File: config.mk
export PLATFORM = sky130hd
export DESIGN_NAME = vhpi_ram
export DESIGN_NICKNAME = d
export VERILOG_FILES = /design/src/rtl/voxel_hash_point_insert_macros.svh /design/src/rtl/vhpi_ram.sv
export SDC_FILE = /design/constraint.sdc
export NUM_CORES = 1
export LEC_CHECK = 0
export ABC_AREA = 1
export BUFFER_PORTS_ARGS = -buffer_cell sky130_fd_sc_hd__buf_2
export CAP_MARGIN = 25
export CORE_ASPECT_RATIO = 1.4
export CORE_MARGIN = 3
export CORE_UTILIZATION = 31
export CTS_BUF_LIST = sky130_fd_sc_hd__clkbuf_4 sky130_fd_sc_hd__clkbuf_8 sky130_fd_sc_hd__clkbuf_16
export DETAILED_ROUTE_END_ITERATION = 16
export HOLD_SLACK_MARGIN = 0.02
export SETUP_SLACK_MARGIN = 0.1
export SYNTH_ARGS = -nofsm -noshare
export SYNTH_HDL_FRONTEND = slang
export SYNTH_SLANG_ARGS = --single-unit
File: constraint.sdc
create_clock -name clk -period 1.4 [get_ports clk]
set_clock_uncertainty 0.2 [all_clocks]
set_input_delay 0.28 -clock clk [delete_from_list [all_inputs] [get_ports clk]]
set_output_delay 0.28 -clock clk [all_outputs]
set_load 0.01 [all_outputs]
File: src/rtl/voxel_hash_point_insert_macros.svh
// Assertion macros for the voxel hash point insert block.
`ifndef VOXEL_HASH_POINT_INSERT_MACROS_SVH
`define VOXEL_HASH_POINT_INSERT_MACROS_SVH
// implication checked on every clock edge outside reset
`define VHPI_ASSERT_IMP(label, clk, rst, ante, cons) \
  label: assert property (@(posedge clk) disable iff (rst) (ante) |-> (cons)) \
    else $error("assertion failed");
// next-cycle implication
`define VHPI_ASSERT_NEXT(label, clk, rst, ante, cons) \
  label: assert property (@(posedge clk) disable iff (rst) (ante) |=> (cons)) \
    else $error("assertion failed");
`endif

File: src/rtl/vhpi_ram.sv
// Generic single-port-write, single-read synchronous RAM with registered read.
module vhpi_ram #(
  parameter int WIDTH = 8,
  parameter int DEPTH = 16
) (
  input  logic                     clk,
  input  logic                     we,
  input  logic [$clog2(DEPTH)-1:0] waddr,
  input  logic [WIDTH-1:0]         wdata,
  input  logic [$clog2(DEPTH)-1:0] raddr,
  output logic [WIDTH-1:0]         rdata
);
  logic [WIDTH-1:0] mem [DEPTH];
  always_ff @(posedge clk) begin
    if (we) mem[waddr] <= wdata;
    rdata <= mem[raddr];
  end
endmodule

==> results.tsv <==
metric	value	unit
run status	finished clean	
CP max stage delay	350	ps
H-Tree Depth	4	
Pleak	3.06	nW
Initial DRC Count	254	
drt total wl	13300	µm
Final setup viols	0	
worst slack, placed	-176	ps
Die W	121	µm
CP Buf/Inv Count	1	
storage element area	4010	µm²
mapped cell area	5770	µm²
Critical Path AT	860	ps
commonest non-fill, non-tap cell in the layout	nand2_1	
sequential share of the synthesized area	69.4	%
final-report hold violation count	0	
first-pass GRT wire length	21400	µm
drt pass-1 iters	7	
Post-Syn Nets	569	
Hold WC Path Type	input pin to flip-flop	
initial antenna violation count	0	
number of global-route vias before repair	4029	
final routed DRC violation total	0	
GRT Total Usage	13.8	%
worst-path maximum fanout	1	
critical path capture point type	primary output	
Clock Path Buffers	2	
gpl congestion	0.865	
CP required	920	ps
die height	167	µm
Synth Instances	551	
minimum clock period	1340	ps
Tcrit/Tclk final	95.5	%
CTS Buf Count	17	
row cnt	58	
worst-margin pin slew	398	ps
Syn Area/Cell	10.5	µm²
max_cap viols	0	
count of buffers from port buffering	25	
highest-count cells in the layout ignoring fill and taps	nand2_1 (173), edfxtp_1 (128), inv_1 (100)	
Power Dens Cells	1410	nW/µm²
number of buffers added for setup after CTS	0	
Netlist cell types	12	
CTS sink count	136	
critical-path cell list	buf_6	
Reg clk slew, reported paths	60	ps
largest net degree at the start of global routing	59	
worst skew pair latency	410	ps
I/O pins	26	
Antenna Cells	0	
startpoint types	flip-flop	
starting density of the core	31.8	%
CTS tree	done	
fmax	748	MHz
#FFs+latches synth	136	
Worst VDD drop	0.783	mV
die area	20300	µm²
relative slew slack	73.4	%
Via Count	3944	
RSZ-0062 raised after global routing	yes	
gr ovfl total	0	
DP HPWL	9230	µm
fillers	1759	
CP top delay family	flip-flops	
yosys warns	0	
multi-input gate area in the final layout	1230	µm²
Slowest cell on crit path	dfxtp_2	
Antenna Nets Post-Route	0	
share of layout cells above drive strength 1	17.5	%
Avg WL per Cell	15.5	µm
final worst slack	63.2	ps
nets	627	
Vias/cell	4.58	
Syn-to-layout area delta	23.5	%
WHS	92.0	ps
WS Path Type	flip-flop to primary output	
Core Region	18100	µm²
Root Buffer	clkbuf_16	
Slew Viols, Final	0	
[metrics by stage]
| step | cell area [µm²] | cells | setup TNS [ps] | total power [mW] | util, % |
|---|---|---|---|---|---|
| after floorplan | 5780 | 551 | -2440 | 5.00 | - |
| after global placement | 6430 | 830 | -10030 | 5.27 | 35.4 |
| after detailed placement | 6430 | 830 | -11730 | 5.27 | 35.4 |
| after CTS | 7110 | 862 | 0 | 10.2 | 39.2 |
| after global routing | 7120 | 862 | 0 | 10.4 | 39.3 |
| final | 7120 | 862 | 0 | 10.1 | 39.3 |
[power breakdown]
part / total (mW) / internal [mW] / switching [mW]
sequential: 4.59 / 4.56 / 0.0355
clock: 4.86 / 3.19 / 1.66
combinational: 0.626 / 0.224 / 0.401
[routing by layer]
metal,global-route usage [%],share of wire (%),up-vias
met3,3.04,5.5,27
met4,6.34,3.5,0
met5,0,0,-
met2,23.7,52,139
li1,-,-,1892
met1,16.4,39,1886
[state kept, by name, summed over array words and instances, names as in the netlist]
register  count
mem         128
rdata         8
[synth_stat cells (all sizes together)]
library cell	count	area share [%]
buf	24	2.9
dfxtp	8	2.8
edfxtp	128	67
inv	102	6.6
nand2	173	11
nand3	97	8.4
nand3b	2	0.26
nor2	17	1.1
[final timing paths]
| kind | from | end | slack [ps] | cells past startpoint |
|---|---|---|---|---|
| worst max-delay path | rdata[3]$_DFF_P_ | rdata[3] | 60 | 1 |
| worst min-delay path | wdata[6] | mem[8][6]$_DFFE_PP_ | 90 | 1 |
| worst max register to register | mem[9][1]$_DFFE_PP_ | rdata[1]$_DFF_P_ | 180 | 6 |
| worst min register to register | mem[10][7]$_DFFE_PP_ | rdata[7]$_DFF_P_ | 460 | 6 |
[cell families (layout without fill, tap and decap cells)]
kind of cell / count (synthesis) / after routing / share of synthesized area [%]
simple gates: 289 / 289 / 21.0
buf+inv: 126 / 197 / 9.52
flops: 136 / 136 / 69.4
[final cells by class]
class / count / share of cell area [%]
inverter: 102 / 5.37
clock buffer: 18 / 6.08
clock inverter: 14 / 3.09
sequential: 136 / 56.3
timing repair buffer: 63 / 7.69
tap: 240 / 4.21
multi-input combinational: 289 / 17.2
[repair_timing]
item,in CTS,in global routing
hold buffers,0,0
gates resized for setup,8,4
setup endpoints to repair,8,8
No activity file was read; power rests on OpenSTA's default activity.
